## src/hw/rtl/lcdw_pkg.sv

```systemverilog
package lcdw_pkg;

  // Line image bit positions
  localparam int unsigned LN_RS  = 0;
  localparam int unsigned LN_RW  = 1;
  localparam int unsigned LN_E   = 2;
  localparam int unsigned LN_DB7 = 3;
  localparam int unsigned LN_DB6 = 4;
  localparam int unsigned LN_DB5 = 5;
  localparam int unsigned LN_DB4 = 6;
  localparam int unsigned LN_BL  = 7;

  localparam logic [7:0] IMAGE_RESET = 8'h80;

  // Last step index of each command's frame run
  localparam logic [3:0] LAST_BYTE      = 4'd12;
  localparam logic [3:0] LAST_NIBBLE    = 4'd5;
  localparam logic [3:0] LAST_BACKLIGHT = 4'd0;
  localparam logic [3:0] LAST_PARK      = 4'd6;

  // Nibble phases
  localparam logic [2:0] PH_DB7 = 3'd0;
  localparam logic [2:0] PH_DB6 = 3'd1;
  localparam logic [2:0] PH_DB5 = 3'd2;
  localparam logic [2:0] PH_DB4 = 3'd3;
  localparam logic [2:0] PH_EHI = 3'd4;
  localparam logic [2:0] PH_ELO = 3'd5;

  // Park steps
  localparam logic [3:0] PK_RS  = 4'd0;
  localparam logic [3:0] PK_RW  = 4'd1;
  localparam logic [3:0] PK_E   = 4'd2;
  localparam logic [3:0] PK_DB7 = 4'd3;
  localparam logic [3:0] PK_DB6 = 4'd4;
  localparam logic [3:0] PK_DB5 = 4'd5;
  localparam logic [3:0] PK_DB4 = 4'd6;

  localparam logic [3:0] BYTE_HI_END = 4'd6;

  typedef enum logic [1:0] {
    OP_BYTE      = 2'd0,
    OP_NIBBLE    = 2'd1,
    OP_BACKLIGHT = 2'd2,
    OP_PARK      = 2'd3
  } op_t;

  typedef struct packed {
    op_t        op;
    logic [3:0] nib_hi;
    logic [3:0] nib_lo;
    logic       rs;
    logic       bl;
    logic [3:0] last_step;
  } cmd_t;

  typedef struct packed {
    logic full;
    logic not_empty;
  } q_stat_t;

  function automatic logic [7:0] put_nib(logic [7:0] img, logic [2:0] ph, logic [3:0] nib);
    logic [7:0] r;
    r = img;
    case (ph)
      PH_DB7:  r[LN_DB7] = nib[3];
      PH_DB6:  r[LN_DB6] = nib[2];
      PH_DB5:  r[LN_DB5] = nib[1];
      PH_DB4:  r[LN_DB4] = nib[0];
      PH_EHI:  r[LN_E]   = 1'b1;
      PH_ELO:  r[LN_E]   = 1'b0;
      default: r = img;
    endcase
    return r;
  endfunction

  // One line change per frame, except that step 0 of a byte write sets both RW and RS
  function automatic logic [7:0] frame_step(logic [7:0] img, cmd_t c, logic [3:0] step);
    logic [7:0] r;
    r = img;
    case (c.op)
      OP_BYTE: begin
        if (step == 4'd0) begin
          r[LN_RW] = 1'b0;
          r[LN_RS] = c.rs;
        end else if (step <= BYTE_HI_END) begin
          r = put_nib(img, 3'(step - 4'd1), c.nib_hi);
        end else begin
          r = put_nib(img, 3'(step - 4'd7), c.nib_lo);
        end
      end
      OP_NIBBLE:    r = put_nib(img, step[2:0], c.nib_hi);
      OP_BACKLIGHT: r[LN_BL] = c.bl;
      OP_PARK: begin
        case (step)
          PK_RS:   r[LN_RS]  = 1'b1;
          PK_RW:   r[LN_RW]  = 1'b1;
          PK_E:    r[LN_E]   = 1'b0;
          PK_DB7:  r[LN_DB7] = 1'b1;
          PK_DB6:  r[LN_DB6] = 1'b1;
          PK_DB5:  r[LN_DB5] = 1'b1;
          PK_DB4:  r[LN_DB4] = 1'b1;
          default: r = img;
        endcase
      end
      default: r = img;
    endcase
    return r;
  endfunction

endpackage

```

## src/hw/rtl/lcdw_front.sv

```systemverilog
module lcdw_front (
  input  logic                 clk,
  input  logic                 rst_n,
  input  logic                 in_valid,
  output logic                 in_stall,
  input  logic [1:0]           in_opcode,
  input  logic [7:0]           in_data_byte,
  input  logic                 in_register_select,
  input  logic                 in_backlight_on,
  input  lcdw_pkg::q_stat_t    q_stat,
  output logic                 q_push,
  output lcdw_pkg::cmd_t       q_wdata
);

  logic           fe_valid_r, fe_valid_nxt;
  lcdw_pkg::cmd_t fe_cmd_r, fe_cmd_nxt;
  lcdw_pkg::cmd_t cls;
  logic           take;

  // classify: opcode decode, nibble split, run length
  always_comb begin
    cls.op     = lcdw_pkg::op_t'(in_opcode);
    cls.nib_hi = in_data_byte[7:4];
    cls.nib_lo = in_data_byte[3:0];
    cls.rs     = in_register_select;
    cls.bl     = in_backlight_on;
    case (lcdw_pkg::op_t'(in_opcode))
      lcdw_pkg::OP_BYTE:      cls.last_step = lcdw_pkg::LAST_BYTE;
      lcdw_pkg::OP_NIBBLE:    cls.last_step = lcdw_pkg::LAST_NIBBLE;
      lcdw_pkg::OP_BACKLIGHT: cls.last_step = lcdw_pkg::LAST_BACKLIGHT;
      lcdw_pkg::OP_PARK:      cls.last_step = lcdw_pkg::LAST_PARK;
      default:                cls.last_step = lcdw_pkg::LAST_BACKLIGHT;
    endcase
  end

  assign q_push   = fe_valid_r && !q_stat.full;
  assign q_wdata  = fe_cmd_r;
  assign in_stall = fe_valid_r && q_stat.full;
  assign take     = in_valid && !in_stall;

  always_comb begin
    fe_valid_nxt = fe_valid_r;
    fe_cmd_nxt   = fe_cmd_r;
    if (q_push) fe_valid_nxt = 1'b0;
    if (take) begin
      fe_valid_nxt = 1'b1;
      fe_cmd_nxt   = cls;
    end
  end

  always_ff @(posedge clk) begin
    if (!rst_n) begin
      fe_valid_r <= 1'b0;
    end else begin
      fe_valid_r <= fe_valid_nxt;
    end
    fe_cmd_r <= fe_cmd_nxt;
  end

endmodule

```

## src/hw/rtl/lcdw_queue.sv

```systemverilog
module lcdw_queue (
  input  logic              clk,
  input  logic              rst_n,
  input  logic              push,
  input  lcdw_pkg::cmd_t    wdata,
  input  logic              pop,
  output lcdw_pkg::cmd_t    head,
  output lcdw_pkg::q_stat_t stat
);

  lcdw_pkg::cmd_t ent_r [2];
  logic           wr_ptr_r, wr_ptr_nxt;
  logic           rd_ptr_r, rd_ptr_nxt;
  logic [1:0]     cnt_r, cnt_nxt;
  logic           do_push, do_pop;

  assign stat.full      = (cnt_r == 2'd2);
  assign stat.not_empty = (cnt_r != 2'd0);
  assign head           = ent_r[rd_ptr_r];

  assign do_push = push && !stat.full;
  assign do_pop  = pop && stat.not_empty;

  always_comb begin
    wr_ptr_nxt = do_push ? !wr_ptr_r : wr_ptr_r;
    rd_ptr_nxt = do_pop  ? !rd_ptr_r : rd_ptr_r;
    cnt_nxt    = cnt_r + {1'b0, do_push} - {1'b0, do_pop};
  end

  always_ff @(posedge clk) begin
    if (!rst_n) begin
      wr_ptr_r <= 1'b0;
      rd_ptr_r <= 1'b0;
      cnt_r    <= 2'd0;
    end else begin
      wr_ptr_r <= wr_ptr_nxt;
      rd_ptr_r <= rd_ptr_nxt;
      cnt_r    <= cnt_nxt;
    end
    if (do_push) ent_r[wr_ptr_r] <= wdata;
  end

  a_cnt_range: assert property (@(posedge clk) disable iff (!rst_n) cnt_r <= 2'd2)
    else $error("queue count out of range");
  a_ptr_gap: assert property (@(posedge clk) disable iff (!rst_n)
    (cnt_r == 2'd1) |-> (wr_ptr_r != rd_ptr_r))
    else $error("queue pointers disagree with count");
  a_cnt_step: assert property (@(posedge clk) disable iff (!rst_n)
    (do_push && !do_pop) |=> (cnt_r == $past(cnt_r) + 2'd1))
    else $error("queue count missed a push");

endmodule

```

## src/hw/rtl/lcdw_back.sv

```systemverilog
module lcdw_back (
  input  logic              clk,
  input  logic              rst_n,
  input  lcdw_pkg::q_stat_t q_stat,
  input  lcdw_pkg::cmd_t    q_head,
  output logic              q_pop,
  output logic              out_valid,
  input  logic              out_stall,
  output logic [7:0]        out_latched_frame,
  output logic              out_last_frame
);

  logic           busy_r, busy_nxt;
  logic [3:0]     step_r, step_nxt;
  lcdw_pkg::cmd_t cmd_r, cmd_nxt;
  logic [7:0]     image_r, image_nxt;
  logic           ov_r, ov_nxt;
  logic [7:0]     of_r, of_nxt;
  logic           ol_r, ol_nxt;

  lcdw_pkg::cmd_t cur;
  logic [3:0]     cur_step;
  logic           out_free, gen, is_last;
  logic [7:0]     img_new;

  // first frame of a command comes straight off the queue head
  assign cur      = busy_r ? cmd_r : q_head;
  assign cur_step = busy_r ? step_r : 4'd0;
  assign out_free = !ov_r || !out_stall;
  assign gen      = out_free && (busy_r || q_stat.not_empty);
  assign q_pop    = out_free && !busy_r && q_stat.not_empty;
  assign is_last  = (cur_step == cur.last_step);
  assign img_new  = lcdw_pkg::frame_step(image_r, cur, cur_step);

  always_comb begin
    busy_nxt  = busy_r;
    step_nxt  = step_r;
    cmd_nxt   = cmd_r;
    image_nxt = image_r;
    ov_nxt    = ov_r && out_stall;
    of_nxt    = of_r;
    ol_nxt    = ol_r;
    if (gen) begin
      image_nxt = img_new;
      ov_nxt    = 1'b1;
      of_nxt    = img_new;
      ol_nxt    = is_last;
      cmd_nxt   = cur;
      busy_nxt  = !is_last;
      step_nxt  = cur_step + 4'd1;
    end
  end

  always_ff @(posedge clk) begin
    if (!rst_n) begin
      busy_r  <= 1'b0;
      step_r  <= 4'd0;
      image_r <= lcdw_pkg::IMAGE_RESET;
      ov_r    <= 1'b0;
    end else begin
      busy_r  <= busy_nxt;
      step_r  <= step_nxt;
      image_r <= image_nxt;
      ov_r    <= ov_nxt;
    end
    cmd_r <= cmd_nxt;
    of_r  <= of_nxt;
    ol_r  <= ol_nxt;
  end

  assign out_valid         = ov_r;
  assign out_latched_frame = of_r;
  assign out_last_frame    = ol_r;

  a_step_bound: assert property (@(posedge clk) disable iff (!rst_n)
    busy_r |-> (step_r != 4'd0 && step_r <= cmd_r.last_step))
    else $error("step beyond command run");
  a_image_tracks: assert property (@(posedge clk) disable iff (!rst_n)
    gen |=> (out_latched_frame == image_r))
    else $error("frame and line image diverged");
  a_no_pop_busy: assert property (@(posedge clk) disable iff (!rst_n)
    busy_r |-> !q_pop)
    else $error("queue popped mid-run");
  a_run_end: assert property (@(posedge clk) disable iff (!rst_n)
    (gen && is_last) |=> (!busy_r && out_last_frame))
    else $error("run did not close on its last frame");

endmodule

```

## src/hw/rtl/char_lcd_nibble_writer_via_shift_reg_unit.sv

```systemverilog
// HD44780 4-bit line sequencer for a display behind an 8-bit shift-register
// expander. Each accepted command beat yields a run of 8-bit line images, one
// LCD line changed per frame, except that the first frame of a byte write sets
// both RS and RW (bit0 RS, bit1 RW, bit2 E, bits3-6 DB7..DB4, bit7 backlight);
// out_last_frame marks the final frame of a run. Run lengths: byte write 13
// frames, nibble write 6, set backlight 1, park 7. The output register
// produces one frame per cycle while out_stall stays low and commands wait,
// with no gap between runs. The line image resets to 0x80 (backlight on, all
// other lines low). Commands are registered and decoded in the front end, pass
// through a two-entry queue, and the back-end sequencer walks their frames, so
// input beats keep flowing while results wait, until front end and queue fill.
module char_lcd_nibble_writer_via_shift_reg_unit (
  input  logic       clk,
  input  logic       rst_n,
  input  logic       in_valid,
  output logic       in_stall,
  input  logic [1:0] in_opcode,
  input  logic [7:0] in_data_byte,
  input  logic       in_register_select,
  input  logic       in_backlight_on,
  output logic       out_valid,
  input  logic       out_stall,
  output logic [7:0] out_latched_frame,
  output logic       out_last_frame
);

  lcdw_pkg::q_stat_t q_stat;
  lcdw_pkg::cmd_t    q_wdata;
  lcdw_pkg::cmd_t    q_head;
  logic              q_push;
  logic              q_pop;

  // front end: command register and decode
  lcdw_front u_front (
    .clk                (clk),
    .rst_n              (rst_n),
    .in_valid           (in_valid),
    .in_stall           (in_stall),
    .in_opcode          (in_opcode),
    .in_data_byte       (in_data_byte),
    .in_register_select (in_register_select),
    .in_backlight_on    (in_backlight_on),
    .q_stat             (q_stat),
    .q_push             (q_push),
    .q_wdata            (q_wdata)
  );

  // decoupling queue
  lcdw_queue u_queue (
    .clk   (clk),
    .rst_n (rst_n),
    .push  (q_push),
    .wdata (q_wdata),
    .pop   (q_pop),
    .head  (q_head),
    .stat  (q_stat)
  );

  // back end: frame sequencer, line image and output register
  lcdw_back u_back (
    .clk               (clk),
    .rst_n             (rst_n),
    .q_stat            (q_stat),
    .q_head            (q_head),
    .q_pop             (q_pop),
    .out_valid         (out_valid),
    .out_stall         (out_stall),
    .out_latched_frame (out_latched_frame),
    .out_last_frame    (out_last_frame)
  );

endmodule
```

## config.mk

```make
export PLATFORM = sky130hd
export DESIGN_NAME = char_lcd_nibble_writer_via_shift_reg_unit
export DESIGN_NICKNAME = d
export VERILOG_FILES = /design/src/hw/rtl/lcdw_pkg.sv /design/src/hw/rtl/lcdw_front.sv /design/src/hw/rtl/lcdw_queue.sv /design/src/hw/rtl/lcdw_back.sv /design/src/hw/rtl/char_lcd_nibble_writer_via_shift_reg_unit.sv
export SDC_FILE = /design/constraint.sdc
export NUM_CORES = 1
export LEC_CHECK = 0
export ABC_AREA = 1
export BUFFER_PORTS_ARGS = -buffer_cell sky130_fd_sc_hd__buf_2
export CAP_MARGIN = 20
export CORE_AREA = 8 8 108 100
export DETAILED_ROUTE_END_ITERATION = 8
export DIE_AREA = 0 0 116 108
export MAX_ROUTING_LAYER = met4
export PLACE_DENSITY = 0.66
export SYNTH_ARGS = -nofsm -noshare
export SYNTH_HDL_FRONTEND = slang
export SYNTH_SLANG_ARGS = --single-unit
```

## constraint.sdc

```tcl
create_clock -name clk -period 4.9 [get_ports clk]
set_clock_uncertainty 0.2 [all_clocks]
set_input_delay 0.735 -clock clk [delete_from_list [all_inputs] [get_ports clk]]
set_output_delay 0.735 -clock clk [all_outputs]
set_load 0.05 [all_outputs]
```

# --- Word level (Yosys, flattened, before mapping) ---
# Memory sizes are Yosys's and may differ from the RTL's. A register that Yosys moved wholly into a read port is not among the register bits.
# Cells that the tools add are included.
op_classes:
  magnitude_cmp: 1
  reduce_logical: 28
  addsub: 5
  muxes: 37
  eq_ne: 29
ops:
  columns: ["op", "n"]
  rows:
  - ["1-bit two-way mux", 26]
  - ["7-bit one-hot mux with 3 select lines", 1]
  - ["3-bit by 2-bit == test with 1-bit output, second input constant", 6]
  - ["3-bit == test, second input constant", 6]
  - ["16-bit two-way mux", 1]
  - ["4-bit one-hot mux with 4 select lines", 1]
  - ["4-bit by 3-bit == test with 1-bit output, second input constant", 3]
  - ["2-bit == test, second input constant", 5]
  - ["3-bit by 1-bit == test with 1-bit output, second input constant", 3]
  - ["1-bit logical AND", 9]
  - ["3-bit zero test", 3]
  - ["4-bit by 2-bit == test with 1-bit output, second input constant", 2]
  - ["1-bit zero test", 8]
  - ["7-bit two-way mux", 1]
  - ["1-bit one-hot mux with 2 select lines", 3]
  - ["5-bit two-way mux", 1]
  - ["4-bit by 1-bit adder with 4-bit output, second input constant", 1]
  - ["2-bit by 1-bit == test with 1-bit output, second input constant", 2]
  - ["4-bit by 1-bit == test with 1-bit output, second input constant", 1]
  - ["4-bit == test", 1]
  - ["4-bit by 3-bit less-or-equal comparator with 1-bit output, second input constant", 1]
  - ["2-bit zero test", 2]
  - ["4-bit zero test", 1]
  - ["4-bit two-way mux", 1]
  - ["other kinds (9)", 11]
word_totals:
  word_cells: 123
  memories: 1
  ram_bits: 32
  ff_bits: 60
mem_list:
  columns: ["memory", "depth", "width", "rd", "rd_clocked_by_memory_dff", "write_ports", "line_no", "rtl"]
  rows:
  - ["u_queue.ent_r", 2, 16, 1, 1, 1, "lcdw_queue.sv:11", "lcdw_pkg::cmd_t ent_r [2];"]

# --- Logic depth before layout (Yosys ltp) ---
# Gate-level depths: netlist (run 1).
depth:
  depth_word: 7
  ltp_mapped: 14
  depth_no_buf: 13

# --- By module ---
# A second synthesis (run 1) with hierarchy kept.
unflattened:
  hier_cells: 441
  hier_area_um2: 4539.4
by_module_without_submodules:
  columns: ["module", "seq_area_each_um2", "instances", "cells_per_inst", "area_per_inst_um2"]
  rows:
  - ["lcdw_back", 1031.0, 1, 322, 2521.2]
  - ["lcdw_queue", 1061.0, 1, 88, 1457.6]
  - ["lcdw_front", 500.5, 1, 31, 560.5]

# --- Worst setup path before layout (run 1) ---
# Ideal clock, no wire load.
synth_timing:
  path_kind: "register to register"
  from: "register u_queue.cnt_r[1]"
  to: "register u_front.fe_cmd_r, in the netlist u_front.q_wdata[0] (enable)"
  t_required_ns: 4.385
  t_arrival_ns: 1.961
  period_less_slack_ns: 2.476
  path_stages_with_launch: 6
  slack_ns: 2.424
  cell_sequence: "dfxtp_1 inv_1 nor3_1 inv_1 nand2_1 inv_1"
synth_via:
  elab_chain_cells: 4
synth_rtl:
  columns: ["item", "line_no", "rtl"]
  rows:
  - ["start, declared", "lcdw_queue.sv:14", "logic [1:0] cnt_r, cnt_nxt;"]
  - ["start signal, assigned", "lcdw_queue.sv:38", "cnt_r <= cnt_nxt;"]
  - ["2-bit == test", "lcdw_queue.sv:17", "assign stat.full = (cnt_r == 2'd2);"]
  - ["1-bit logical AND", "lcdw_front.sv:38", "assign in_stall = fe_valid_r && q_stat.full;"]
  - ["via in_stall", "char_lcd_nibble_writer_via_shift_reg_unit.sv:16", "output logic in_stall,"]
  - ["1-bit zero test", "lcdw_front.sv:39", "assign take = in_valid && !in_stall;"]
  - ["1-bit logical AND", "lcdw_front.sv:39", null]
  - ["end signal, assigned", "lcdw_front.sv:57", "fe_cmd_r <= fe_cmd_nxt;"]
  - ["end, declared", "lcdw_front.sv:16", "lcdw_pkg::cmd_t fe_cmd_r, fe_cmd_nxt;"]
# The timed path passes the listed nets, and every way through them passes these cells.
# A chain may end at the register's enable or synchronous reset.

# --- Worst setup path after layout (run 1) ---
layout_timing:
  from: "register u_back.busy_r"
  to: "register u_back.image_r[0]"
layout_via:
  elab_chain_cells: 4
  elab_cells_between_ends: 11
  cone_classes: "eq/ne (2); mux (5); reduce/logical (4)"
layout_rtl:
  columns: ["item", "line_no", "rtl"]
  rows:
  - ["start, declared", "lcdw_back.sv:13", "logic busy_r, busy_nxt;"]
  - ["start signal, assigned", "lcdw_back.sv:61", "busy_r <= busy_nxt;"]
  - ["4-bit two-way mux", "lcdw_back.sv:28", "assign cur_step = busy_r ? step_r : 4'd0;"]
  - ["4-bit zero test", "lcdw_pkg.sv:82, lcdw_pkg.sv:94", null]
  - ["1-bit two-way mux / 2-bit two-way mux (equally long branches)", "lcdw_pkg.sv:94, lcdw_pkg.sv:82", null]
  - ["7-bit one-hot mux with 3 select lines *", "lcdw_pkg.sv:80", "case (c.op)"]
  - ["via u_back.img_new[0]", "lcdw_back.sv:24", "logic [7:0] img_new;"]
  - ["end signal, assigned", "lcdw_back.sv:58", "image_r <= lcdw_pkg::IMAGE_RESET;"]
  - ["end signal, assigned", "lcdw_back.sv:63", "image_r <= image_nxt;"]
  - ["end, declared", "lcdw_back.sv:16", "logic [7:0] image_r, image_nxt;"]
# The timed path passes the listed nets; every way through them passes the cells marked *.

==> results of run 1 <==
-- cell type report --
type,instances,area [um^2]
Multi-Input combinational cell,287,1440
Timing Repair Buffer,29,153
Tap cell,122,153
Clock buffer,9,124
Inverter,58,220
Fill cell,855,4160
Sequential cell,93,2590
Clock inverter,7,78.8
-- registers in the layout, indices dropped and copies added, names as in the netlist, named ones only --
| signal | count |
|---|---|
| u_back.busy_r | 1 |
| u_back.cmd_r | 16 |
| u_back.image_r | 8 |
| u_back.out_last_frame | 1 |
| u_back.out_latched_frame | 8 |
| u_back.out_valid | 1 |
| u_back.step_r | 4 |
| u_front.fe_valid_r | 1 |
| u_front.q_wdata | 16 |
| u_queue.cnt_r | 2 |
| u_queue.ent_r | 32 |
| u_queue.rd_ptr_r | 1 |
| u_queue.wr_ptr_r | 1 |
-- placed cells by master (no fill, tap or decap), types with 3 or more instances in the layout --
master,synthesis,layout
sky130_fd_sc_hd__nand2_1,105,105
sky130_fd_sc_hd__o21ai_0,18,18
sky130_fd_sc_hd__o21ai_1,13,13
sky130_fd_sc_hd__xor2_1,4,4
sky130_fd_sc_hd__nand2_4,4,4
sky130_fd_sc_hd__buf_4,5,3
sky130_fd_sc_hd__nor2_2,4,4
sky130_fd_sc_hd__edfxtp_1,73,73
sky130_fd_sc_hd__ha_1,6,6
sky130_fd_sc_hd__nand3_1,20,20
sky130_fd_sc_hd__dfxtp_1,20,20
sky130_fd_sc_hd__inv_1,49,49
sky130_fd_sc_hd__clkinv_1,2,3
sky130_fd_sc_hd__buf_2,2,26
sky130_fd_sc_hd__nor2_1,47,47
sky130_fd_sc_hd__clkbuf_8,0,9
sky130_fd_sc_hd__a21oi_1,22,22
sky130_fd_sc_hd__nand4_1,5,5
sky130_fd_sc_hd__inv_2,6,6
sky130_fd_sc_hd__nand3_2,3,3
sky130_fd_sc_hd__nand2_2,12,12
-- report_power, final --
group	total (mW)	switching [mW]	internal, mW
Clock	0.530	0.285	0.244
Sequential	1.28	0.136	1.14
Combinational	1.19	0.855	0.333
-- metrics by stage --
stage | power, mW | util (%)
floorplan | 2.22 | -
global route | 3.23 | 53.4
CTS | 3.02 | 53.4
global placement | 2.46 | 51.1
detailed placement | 2.49 | 51.1
finish | 3.00 | 53.4
-- cell usage after synthesis (6+ instances only) --
library cell / count / area (um^2)
sky130_fd_sc_hd__edfxtp_1: 73 / 2190
sky130_fd_sc_hd__inv_2: 6 / 22.5
sky130_fd_sc_hd__nand2_2: 12 / 75.1
sky130_fd_sc_hd__nor2_1: 47 / 176
sky130_fd_sc_hd__o21ai_0: 18 / 90.1
sky130_fd_sc_hd__dfxtp_1: 20 / 400
sky130_fd_sc_hd__nand3_1: 20 / 100
sky130_fd_sc_hd__inv_1: 49 / 184
sky130_fd_sc_hd__a21oi_1: 22 / 110
sky130_fd_sc_hd__o21ai_1: 13 / 65.1
sky130_fd_sc_hd__nand2_1: 105 / 394
sky130_fd_sc_hd__ha_1: 6 / 75.1
-- worst paths after layout --
| path | startpoint | endpoint | slack (ns) | cells after the start |
|---|---|---|---|---|
| worst max-delay path | u_back.busy_r$_SDFFE_PN0P_ | u_back.image_r[0]$_SDFFE_PN0P_ | 2.13 | 8 |
| worst min-delay path | u_front.q_wdata[9]$_DFFE_PP_ | u_queue.ent_r[1][9]$_DFFE_PP_ | 0.26 | 0 |
| worst max register to register | u_back.busy_r$_SDFFE_PN0P_ | u_back.image_r[0]$_SDFFE_PN0P_ | 2.13 | 8 |
| worst min register to register | u_front.q_wdata[9]$_DFFE_PP_ | u_queue.ent_r[1][9]$_DFFE_PP_ | 0.26 | 0 |
-- cells by family after synthesis --
logic type	share of synthesized area, %
fa+ha+maj	1.73
mux	0.231
flops	59.7
compound gates	8.36
xor+xnor	1.01
simple gates	21.9
buf+inv	7.04
-- routing by layer --
layer | part of all wire [%] | vias up | wire length, um | track usage (%)
li1 | - | 1549 | - | -
met1 | 48 | 1386 | 4160 | 19.9
met2 | 46 | 70 | 3980 | 22.9
met3 | 5.0 | 8 | 438 | 3.90
met4 | 1.1 | 0 | 96 | 4.26
met5 | 0 | - | 0 | -
==> metrics.json, run 1 <==
{
  "outcome": {"value": "finished clean"},
  "cts-resized-gates": {"value": 0},
  "crit_path_frequent_cell": {"value": "sky130_fd_sc_hd__nand2_2"},
  "remaining_drc_errors": {"value": 0},
  "layoutNonFillerInstCount": {"value": 605},
  "num_cts_buffers": {"value": 9},
  "dr_vias_cell": {"value": 4.98},
  "diodes": {"value": 0},
  "final_cell_area_excluding_filler_cells": {"value": 4760, "unit": "um^2"},
  "dp_cells": {"value": 589},
  "timing.setup.tns": {"value": 0, "unit": "ns"},
  "critical-path-max-stage-delay": {"value": 0.87, "unit": "ns"},
  "synth_ff_type": {"value": "sky130_fd_sc_hd__edfxtp_1"},
  "postCtsSetupBuffers": {"value": 0},
  "portBuffers": {"value": 26},
  "drt_pass1_iterations": {"value": 4},
  "gpl.final_weighted_congestion": {"value": 0.918},
  "ctsHoldBuffers": {"value": 0},
  "slew_viol_final": {"value": 0},
  "layout_setup_ws": {"value": 2.13, "unit": "ns"},
  "slew_hr": {"value": 44.6, "unit": "%"},
  "clock-root-buffer": {"value": "sky130_fd_sc_hd__clkbuf_8"},
  "chipHeight": {"value": 108, "unit": "um"},
  "period_needed": {"value": 2.77, "unit": "ns"},
  "wire_length_of_the_first_global_routing_pass": {"value": 14.3, "unit": "mm"},
  "final_nets": {"value": 500},
  "cts_tree": {"value": "done"},
  "critical_path_class": {"value": "reg2reg"},
  "drt-initial-drc-count": {"value": 180},
  "leakage_power_figure": {"value": 2.05, "unit": "nW"},
  "area_of_placed_instances": {"value": 4560, "unit": "um^2"},
  "path_buf_inv": {"value": 2},
  "cap_violations": {"value": 0},
  "initial_utilization": {"value": 48.7, "unit": "%"},
  "final.period_utilization": {"value": 56.6, "unit": "%"},
  "min-delay-path-class": {"value": "reg2reg"},
  "clock_insertion_delay_worst_skew": {"value": 0.35, "unit": "ns"},
  "critical_path.startpoint_type": {"value": "register"},
  "core_region_area": {"value": 8920, "unit": "um^2"},
  "synth_warnings": {"value": 0},
  "dp_hpwl": {"value": 6.19, "unit": "mm"},
  "critical_path_arrival": {"value": 2.83, "unit": "ns"},
  "flow.area_growth_from_synthesis": {"value": 9.75, "unit": "%"},
  "antenna_found_initial": {"value": 0},
  "die_width": {"value": 116, "unit": "um"},
  "mappedNetlistNets": {"value": 471},
  "gr-usage-all-layers": {"value": 15.2, "unit": "%"},
  "cts-htree-levels": {"value": 3},
  "totalWireLength": {"value": 8.68, "unit": "mm"},
  "critical_path.top_delay_family": {"value": "flip-flops"},
  "synth-async-reset-ratio": {"value": 0, "unit": "%"},
  "critical_path_peak_fanout": {"value": 27},
  "dr_total_vias": {"value": 3013},
  "mappedNetlistArea": {"value": 4340, "unit": "um^2"},
  "ys_seq_elements": {"value": 93},
  "post_drt_wl_per_cell": {"value": 14.3, "unit": "um"},
  "synth_enable_flop_cells": {"value": 73},
  "setup_viol": {"value": 0},
  "grt_max_degree": {"value": 40},
  "cp.required": {"value": 4.96, "unit": "ns"},
  "dp_slack": {"value": 2.10, "unit": "ns"},
  "rows": {"value": 33},
  "ir_worst_vdd": {"value": 0.279, "unit": "mV"},
  "ys_seq_area_share": {"value": 59.7, "unit": "%"},
  "floorplan.io_pins": {"value": 27},
  "clkSlewWorstSetupHoldPaths": {"value": 0.10, "unit": "ns"},
  "final_layout_size_suffix_gt1_share": {"value": 17.2, "unit": "%"},
  "ant_nets": {"value": 0},
  "die_area": {"value": 12500, "unit": "um^2"},
  "avgSynthCellArea": {"value": 9.66, "unit": "um^2"},
  "hold_viol": {"value": 0},
  "holdWs": {"value": 0.255, "unit": "ns"},
  "worst_margin_slew": {"value": 0.829, "unit": "ns"},
  "worstPathCellList": {"value": "inv_2, or2_1, nand2_2, nand2_2, o21ai_0, o211ai_1, o21ai_1, inv_1"},
  "globalRoute.totalOverflow": {"value": 0},
  "cellPowerDensity": {"value": 629, "unit": "nW/um^2"},
  "post_synth_inst_count": {"value": 449},
  "netlist-cell-type-count": {"value": 41},
  "cts.sinks": {"value": 93},
  "critPathSlowestCell": {"value": "sky130_fd_sc_hd__dfxtp_1"},
  "worstSetupEndpointType": {"value": "register"},
  "max_freq": {"value": 360, "unit": "MHz"},
  "cts.path.max_buffers": {"value": 2},
  "rsz0062_at_grt": {"value": "false"},
  "grt_pass1_vias": {"value": 2845}
}
No activity file was read; power rests on OpenSTA's default activity.
==> run 2: changes to the inputs <==
Clock period 4.9 ns to 2.7 ns, I/O delays scaled along.
==> metrics.json, run 2 (same netlist as run 1, synthesis figures left out) <==
{
  "num_cts_buffers": {"value": 9, "change": "unchanged"},
  "final_nets": {"value": 514, "change": "+2.8%"},
  "area_of_placed_instances": {"value": 4590, "unit": "um^2", "change": "+0.66%"},
  "cts-resized-gates": {"value": 0, "change": "unchanged"},
  "dp_hpwl": {"value": 6.36, "unit": "mm", "change": "+2.8%"},
  "r2r.worst_path.cells": {"value": 12, "change": "+4"},
  "route.met3.wl": {"value": 445, "unit": "um", "change": "+1.6%"},
  "max_freq": {"value": 446, "unit": "MHz", "change": "+24%"},
  "cp.required": {"value": 2.63, "unit": "ns", "change": "-2.33 ns"},
  "critical_path.startpoint_type": {"value": "register"},
  "worst_margin_slew": {"value": 0.642, "unit": "ns", "change": "-0.187 ns"},
  "hold_viol": {"value": 0, "change": "unchanged"},
  "setup_viol": {"value": 0, "change": "unchanged"},
  "whs_path_depth": {"value": 1, "change": "+1"},
  "die_width": {"value": 116, "unit": "um", "change": "unchanged"},
  "post_drt_wl_per_cell": {"value": 14.6, "unit": "um", "change": "+1.7%"},
  "grt_max_degree": {"value": 40, "change": "unchanged"},
  "worstSetupEndpointType": {"value": "register"},
  "nFillCells": {"value": 825, "change": "-3.5%"},
  "utilization": {"value": 54.8, "unit": "%", "change": "+1.4 points"},
  "globalRoute.totalOverflow": {"value": 0, "change": "unchanged"},
  "dr_total_vias": {"value": 3107, "change": "+3.1%"},
  "regMostFlops": {"value": "u_queue.ent_r"},
  "outcome": {"value": "finished clean"},
  "clock-root-buffer": {"value": "sky130_fd_sc_hd__clkbuf_8"},
  "antenna_found_initial": {"value": 0, "change": "unchanged"},
  "floorplan.io_pins": {"value": 27, "change": "unchanged"},
  "rows": {"value": 33, "change": "unchanged"},
  "drt_pass1_iterations": {"value": 4, "change": "unchanged"},
  "portBuffers": {"value": 26, "change": "unchanged"},
  "die_area": {"value": 12500, "unit": "um^2", "change": "unchanged"},
  "min-delay-path-class": {"value": "in2reg"},
  "drt-initial-drc-count": {"value": 231, "change": "+28%"},
  "core_region_area": {"value": 8920, "unit": "um^2", "change": "unchanged"},
  "period_needed": {"value": 2.24, "unit": "ns", "change": "-0.532 ns"},
  "critical_path_class": {"value": "reg2reg"},
  "diodes": {"value": 0, "change": "unchanged"},
  "ant_nets": {"value": 0, "change": "unchanged"},
  "final_cell_area_excluding_filler_cells": {"value": 4890, "unit": "um^2", "change": "+2.7%"},
  "chipHeight": {"value": 108, "unit": "um", "change": "unchanged"},
  "cts.path.max_buffers": {"value": 2, "change": "unchanged"},
  "grt_pass1_vias": {"value": 2932, "change": "+3.1%"},
  "ir_worst_vdd": {"value": 0.548, "unit": "mV", "change": "+97%"},
  "cts_tree": {"value": "done"},
  "postCtsSetupBuffers": {"value": 0, "change": "unchanged"},
  "flow.area_growth_from_synthesis": {"value": 12.7, "unit": "%"},
  "met2_wire_length": {"value": 4.14, "unit": "mm", "change": "+4.1%"},
  "wl_met1": {"value": 4.32, "unit": "mm", "change": "+3.9%"},
  "totalPowerFinal": {"value": 5.47, "unit": "mW", "change": "+83%"},
  "largest_reg_flops": {"value": 32, "change": "unchanged"},
  "slew_viol_final": {"value": 0, "change": "unchanged"},
  "cts.sinks": {"value": 93, "change": "unchanged"},
  "timing.setup.tns": {"value": 0, "unit": "ns", "change": "unchanged"},
  "cts-htree-levels": {"value": 3, "change": "unchanged"},
  "totalWireLength": {"value": 9.03, "unit": "mm", "change": "+4.0%"},
  "final.period_utilization": {"value": 83.0, "unit": "%", "change": "+26 points"},
  "critical_path_peak_fanout": {"value": 11, "change": "-59%"},
  "leakage_power_figure": {"value": 2.11, "unit": "nW", "change": "+2.7%"},
  "slew_hr": {"value": 57.1, "unit": "%", "change": "+12 points"},
  "initial_utilization": {"value": 48.7, "unit": "%", "change": "unchanged"},
  "cellPowerDensity": {"value": 1120, "unit": "nW/um^2", "change": "+78%"},
  "cap_violations": {"value": 0, "change": "unchanged"},
  "clkSlewWorstSetupHoldPaths": {"value": 0.11, "unit": "ns", "change": "about the same"},
  "top_layer_used": {"value": "met4"},
  "dr_vias_cell": {"value": 5.02, "change": "+0.79%"},
  "rsz0062_at_grt": {"value": "false"},
  "gr-usage-all-layers": {"value": 15.5, "unit": "%", "change": "+0.24 points"},
  "final_layout_size_suffix_gt1_share": {"value": 17.7, "unit": "%", "change": "+0.52 points"},
  "clock_insertion_delay_worst_skew": {"value": 0.37, "unit": "ns", "change": "+0.02 ns"},
  "layout.cells.most_common": {"value": "sky130_fd_sc_hd__nand2_1"},
  "wire_length_of_the_first_global_routing_pass": {"value": 14.6, "unit": "mm", "change": "+1.8%"},
  "remaining_drc_errors": {"value": 0, "change": "unchanged"},
  "critical_path_arrival": {"value": 2.18, "unit": "ns", "change": "-0.65 ns"},
  "final_cell_mix": {"value": "sky130_fd_sc_hd__nand2_1 (105), sky130_fd_sc_hd__edfxtp_1 (73), sky130_fd_sc_hd__inv_1 (49)"},
  "gpl.final_weighted_congestion": {"value": 0.959, "change": "+4.5%"}
}
[run 2: worst paths after layout]
| check | from | to | slack, ns |
|---|---|---|---|
| worst min-delay path | in_opcode[0] | u_front.q_wdata[14]$_DFFE_PP_ | 0.06 |
| worst max register to register | u_back.busy_r$_SDFFE_PN0P_ | u_back.out_latched_frame[3]$_DFFE_PP_ | 0.46 |
| worst max-delay path | u_back.busy_r$_SDFFE_PN0P_ | u_back.out_latched_frame[3]$_DFFE_PP_ | 0.46 |
| worst min register to register | u_front.q_wdata[12]$_DFFE_PP_ | u_queue.ent_r[0][12]$_DFFE_PP_ | 0.26 |
[run 2: stage by stage]
| step | worst slack, ns | instances | hold slack [ns] |
|---|---|---|---|
| after CTS | 0.470 | 619 | 0.0438 |
| after global routing | 0.263 | 619 | 0.0475 |
| after detailed placement | 0.482 | 593 | 0.230 |
| after floorplan | 0.224 | 449 | 0.221 |
| after global placement | 0.495 | 593 | 0.223 |
| final | 0.458 | 619 | 0.0551 |
[run 2: layout make-up]
type	instances	area (um^2)	share of cell area, %
clock inverter	7	75.1	1.54
inverter	58	220	4.50
tap	122	153	3.12
sequential	93	2590	53.0
clock buffer	9	124	2.53
multi-input combinational	287	1440	29.5
timing repair buffer	43	283	5.78
[run 2: report_power, final]
| part | switching [mW] | internal (mW) | leakage (nW) |
|---|---|---|---|
| logic | 1.65 | 0.646 | 1.15 |
| clock network | 0.551 | 0.365 | 0.0981 |
| registers | 0.189 | 2.07 | 0.858 |
[run 2: layer usage]
layer	vias to the layer above	track usage [%]
met3	10	3.29
met4	0	4.07
li1	1571	-
met1	1441	20.4
met5	-	-
met2	85	23.7
[run 2: timing repair]
item / in CTS / in global routing
setup endpoints to repair: 0 / 0
hold endpoints to repair: 10 / 0
hold buffers: 10 / 0
[run 2: critical path, stage by stage, from the launching register on]
cell	delay (ns)
sky130_fd_sc_hd__dfxtp_1	0.42
sky130_fd_sc_hd__buf_4	0.23
sky130_fd_sc_hd__nand2_4	0.10
sky130_fd_sc_hd__inv_1	0.10
sky130_fd_sc_hd__ha_1	0.27
sky130_fd_sc_hd__nand2_2	0.11
sky130_fd_sc_hd__nand2_4	0.13
sky130_fd_sc_hd__and3_1	0.19
sky130_fd_sc_hd__nor2_1	0.04
sky130_fd_sc_hd__nand2_1	0.06
sky130_fd_sc_hd__nand2_1	0.05
sky130_fd_sc_hd__nand2_1	0.07
sky130_fd_sc_hd__inv_1	0.04
==> run 3: changes to the inputs <==
Settings changed: PLACE_DENSITY 0.66 to 0.69.
Clock period 2.7 ns to 2 ns, I/O delays scaled along.
==> metrics.json, run 3 (same netlist as run 1, synthesis figures left out) <==
{
  "outcome": {"value": "finished clean"},
  "rsz0062_at_grt": {"value": "true"},
  "max_freq": {"value": 506, "unit": "MHz", "change": "+14%"},
  "dp_cells": {"value": 616, "change": "+3.9%"},
  "cts-htree-levels": {"value": 3, "change": "unchanged"},
  "floorplan.io_pins": {"value": 27, "change": "unchanged"},
  "chipHeight": {"value": 108, "unit": "um", "change": "unchanged"},
  "drt_pass1_iterations": {"value": 5, "change": "+1"},
  "gpl.final_weighted_congestion": {"value": 0.913, "change": "-4.8%"},
  "layout.cells.most_common": {"value": "sky130_fd_sc_hd__nand2_1"},
  "dp_hpwl": {"value": 6.56, "unit": "mm", "change": "+3.2%"},
  "utilization": {"value": 60.6, "unit": "%", "change": "+5.8 points"},
  "worstSetupEndpointType": {"value": "register"},
  "antenna_found_initial": {"value": 0, "change": "unchanged"},
  "layoutNonFillerInstCount": {"value": 657, "change": "+6.1%"},
  "clock-root-buffer": {"value": "sky130_fd_sc_hd__clkbuf_8"},
  "globalRoute.totalOverflow": {"value": 0, "change": "unchanged"},
  "worstPathCellList": {"value": "buf_6, nand2_8, ha_4, buf_6, nand2_4, nand3b_1, nand3_1, nand2_1, nor2_1, nand2_1, nand2_1, inv_1"},
  "critical_path_class": {"value": "reg2reg"},
  "final_cell_mix": {"value": "sky130_fd_sc_hd__nand2_1 (100), sky130_fd_sc_hd__edfxtp_1 (73), sky130_fd_sc_hd__inv_1 (46)"},
  "critical_path_arrival": {"value": 1.90, "unit": "ns", "change": "-0.28 ns"},
  "cts.path.max_buffers": {"value": 2, "change": "unchanged"},
  "num_cts_buffers": {"value": 9, "change": "unchanged"},
  "final.period_utilization": {"value": 98.7, "unit": "%", "change": "+16 points"},
  "rows": {"value": 33, "change": "unchanged"},
  "path_buf_inv": {"value": 3, "change": "unchanged"},
  "die_area": {"value": 12500, "unit": "um^2", "change": "unchanged"},
  "min-delay-path-class": {"value": "in2reg"},
  "clock_insertion_delay_worst_skew": {"value": 0.37, "unit": "ns", "change": "about the same"},
  "final_layout_size_suffix_gt1_share": {"value": 28.0, "unit": "%", "change": "+10 points"},
  "setup_viol": {"value": 0, "change": "unchanged"},
  "worst_margin_slew": {"value": 0.599, "unit": "ns", "change": "-0.0437 ns"},
  "grt_max_degree": {"value": 24, "change": "-40%"},
  "slew_hr": {"value": 60.0, "unit": "%", "change": "+2.9 points"},
  "dr_vias_cell": {"value": 4.92, "change": "-2.1%"},
  "diodes": {"value": 0, "change": "unchanged"},
  "totalWireLength": {"value": 9.32, "unit": "mm", "change": "+3.3%"},
  "period_needed": {"value": 1.97, "unit": "ns", "change": "-0.267 ns"},
  "cap_violations": {"value": 0, "change": "unchanged"},
  "drt-initial-drc-count": {"value": 275, "change": "+19%"},
  "die_width": {"value": 116, "unit": "um", "change": "unchanged"},
  "final_nets": {"value": 552, "change": "+7.4%"},
  "ant_nets": {"value": 0, "change": "unchanged"},
  "slew_viol_final": {"value": 0, "change": "unchanged"},
  "cts.sinks": {"value": 93, "change": "unchanged"},
  "critical_path.top_delay_family": {"value": "simple AND/OR/NAND/NOR gates"},
  "wire_length_of_the_first_global_routing_pass": {"value": 14.9, "unit": "mm", "change": "+2.6%"},
  "remaining_drc_errors": {"value": 0, "change": "unchanged"},
  "crit_path_frequent_cell": {"value": "sky130_fd_sc_hd__nand2_1"},
  "leakage_power_figure": {"value": 2.32, "unit": "nW", "change": "+9.9%"},
  "post_drt_wl_per_cell": {"value": 14.2, "unit": "um", "change": "-2.7%"},
  "grt_pass1_vias": {"value": 3013, "change": "+2.8%"},
  "critical_path.startpoint_type": {"value": "register"},
  "regMostFlops": {"value": "u_queue.ent_r"},
  "portBuffers": {"value": 26, "change": "unchanged"},
  "dr_total_vias": {"value": 3230, "change": "+4.0%"},
  "cts_tree": {"value": "done"},
  "critPathSlowestCell": {"value": "sky130_fd_sc_hd__dfxtp_4"},
  "cellPowerDensity": {"value": 1520, "unit": "nW/um^2", "change": "+36%"},
  "ir_worst_vdd": {"value": 0.641, "unit": "mV", "change": "+17%"},
  "flow.area_growth_from_synthesis": {"value": 24.6, "unit": "%"},
  "critical_path_peak_fanout": {"value": 5, "change": "-6"},
  "totalPowerFinal": {"value": 8.21, "unit": "mW", "change": "+50%"},
  "clkSlewWorstSetupHoldPaths": {"value": 0.11, "unit": "ns", "change": "about the same"},
  "critical-path-max-stage-delay": {"value": 0.40, "unit": "ns", "change": "-0.02 ns"},
  "cp.required": {"value": 1.92, "unit": "ns", "change": "-0.71 ns"},
  "hold_viol": {"value": 0, "change": "unchanged"},
  "largest_reg_flops": {"value": 32, "change": "unchanged"},
  "gr-usage-all-layers": {"value": 15.7, "unit": "%", "change": "+0.28 points"},
  "core_region_area": {"value": 8920, "unit": "um^2", "change": "unchanged"},
  "initial_utilization": {"value": 48.7, "unit": "%", "change": "unchanged"}
}
==> run 3: final cells by class <==
cell class	instances	area (um^2)
clock buffer	9	124
sequential	93	2600
multi-input combinational	287	1590
clock inverter	7	77.6
timing repair buffer	81	629
tap	122	153
fill	760	3510
inverter	58	225
==> run 3: repair_timing <==
action	CTS	global route
setup endpoints to repair	15	14
hold buffers	12	0
resized for setup	9	39
setup buffers	0	13
pin swaps	1	17
hold endpoints to repair	12	0
==> run 3: worst reg2reg max path, stage by stage, from the launching register on <==
cell and delay (ns):
sky130_fd_sc_hd__dfxtp_4 0.40, sky130_fd_sc_hd__buf_6 0.13, sky130_fd_sc_hd__nand2_8 0.07, sky130_fd_sc_hd__ha_4 0.19, sky130_fd_sc_hd__buf_6 0.12, sky130_fd_sc_hd__nand2_4 0.05
sky130_fd_sc_hd__nand3b_1 0.17, sky130_fd_sc_hd__nand3_1 0.10, sky130_fd_sc_hd__nand2_1 0.05, sky130_fd_sc_hd__nor2_1 0.08, sky130_fd_sc_hd__nand2_1 0.06, sky130_fd_sc_hd__nand2_1 0.08
sky130_fd_sc_hd__inv_1 0.04
==> run 3: worst paths after layout <==
kind | to | start | slack (ns) | cells after the start
min | u_front.fe_valid_r$_SDFFE_PN0P_ | in_valid | 0.005 | 3
min reg2reg | u_queue.ent_r[0][0]$_DFFE_PP_ | u_front.q_wdata[0]$_DFFE_PP_ | 0.24 | 0
max | u_back.out_latched_frame[3]$_DFFE_PP_ | u_back.busy_r$_SDFFE_PN0P_ | 0.03 | 12
max reg2reg | u_back.out_latched_frame[3]$_DFFE_PP_ | u_back.busy_r$_SDFFE_PN0P_ | 0.03 | 12
==> run 3: metal layers <==
metal / track usage (%) / vias to the layer above / wire length (um)
met1: 20.2 / 1486 / 4250
met3: 3.45 / 9 / 408
li1: - / 1652 / -
met5: - / - / 0
met2: 24.4 / 83 / 4570
met4: 5.00 / 0 / 94
==> run 3: per-stage QoR <==
stage               area (um^2)  setup WS [ns]  hold WS [ns]  TNS (ns)
detailed placement         4790         -0.171         0.229     -1.14
finish                     5410         0.0252       0.00458         0
floorplan                  4350        0.00988         0.199         0
CTS                        5140         0.0225       0.00174         0
global placement           4790         -0.171         0.223    -0.980
global route               5410        -0.0489        0.0210   -0.0931
==> run 3: report_power, final <==
group          total (mW)  internal (mW)  leakage (nW)  switching (mW)
combinational        3.84           1.40          1.36            2.44
clock                1.27          0.499         0.100           0.766
sequential           3.10           2.81         0.860           0.286
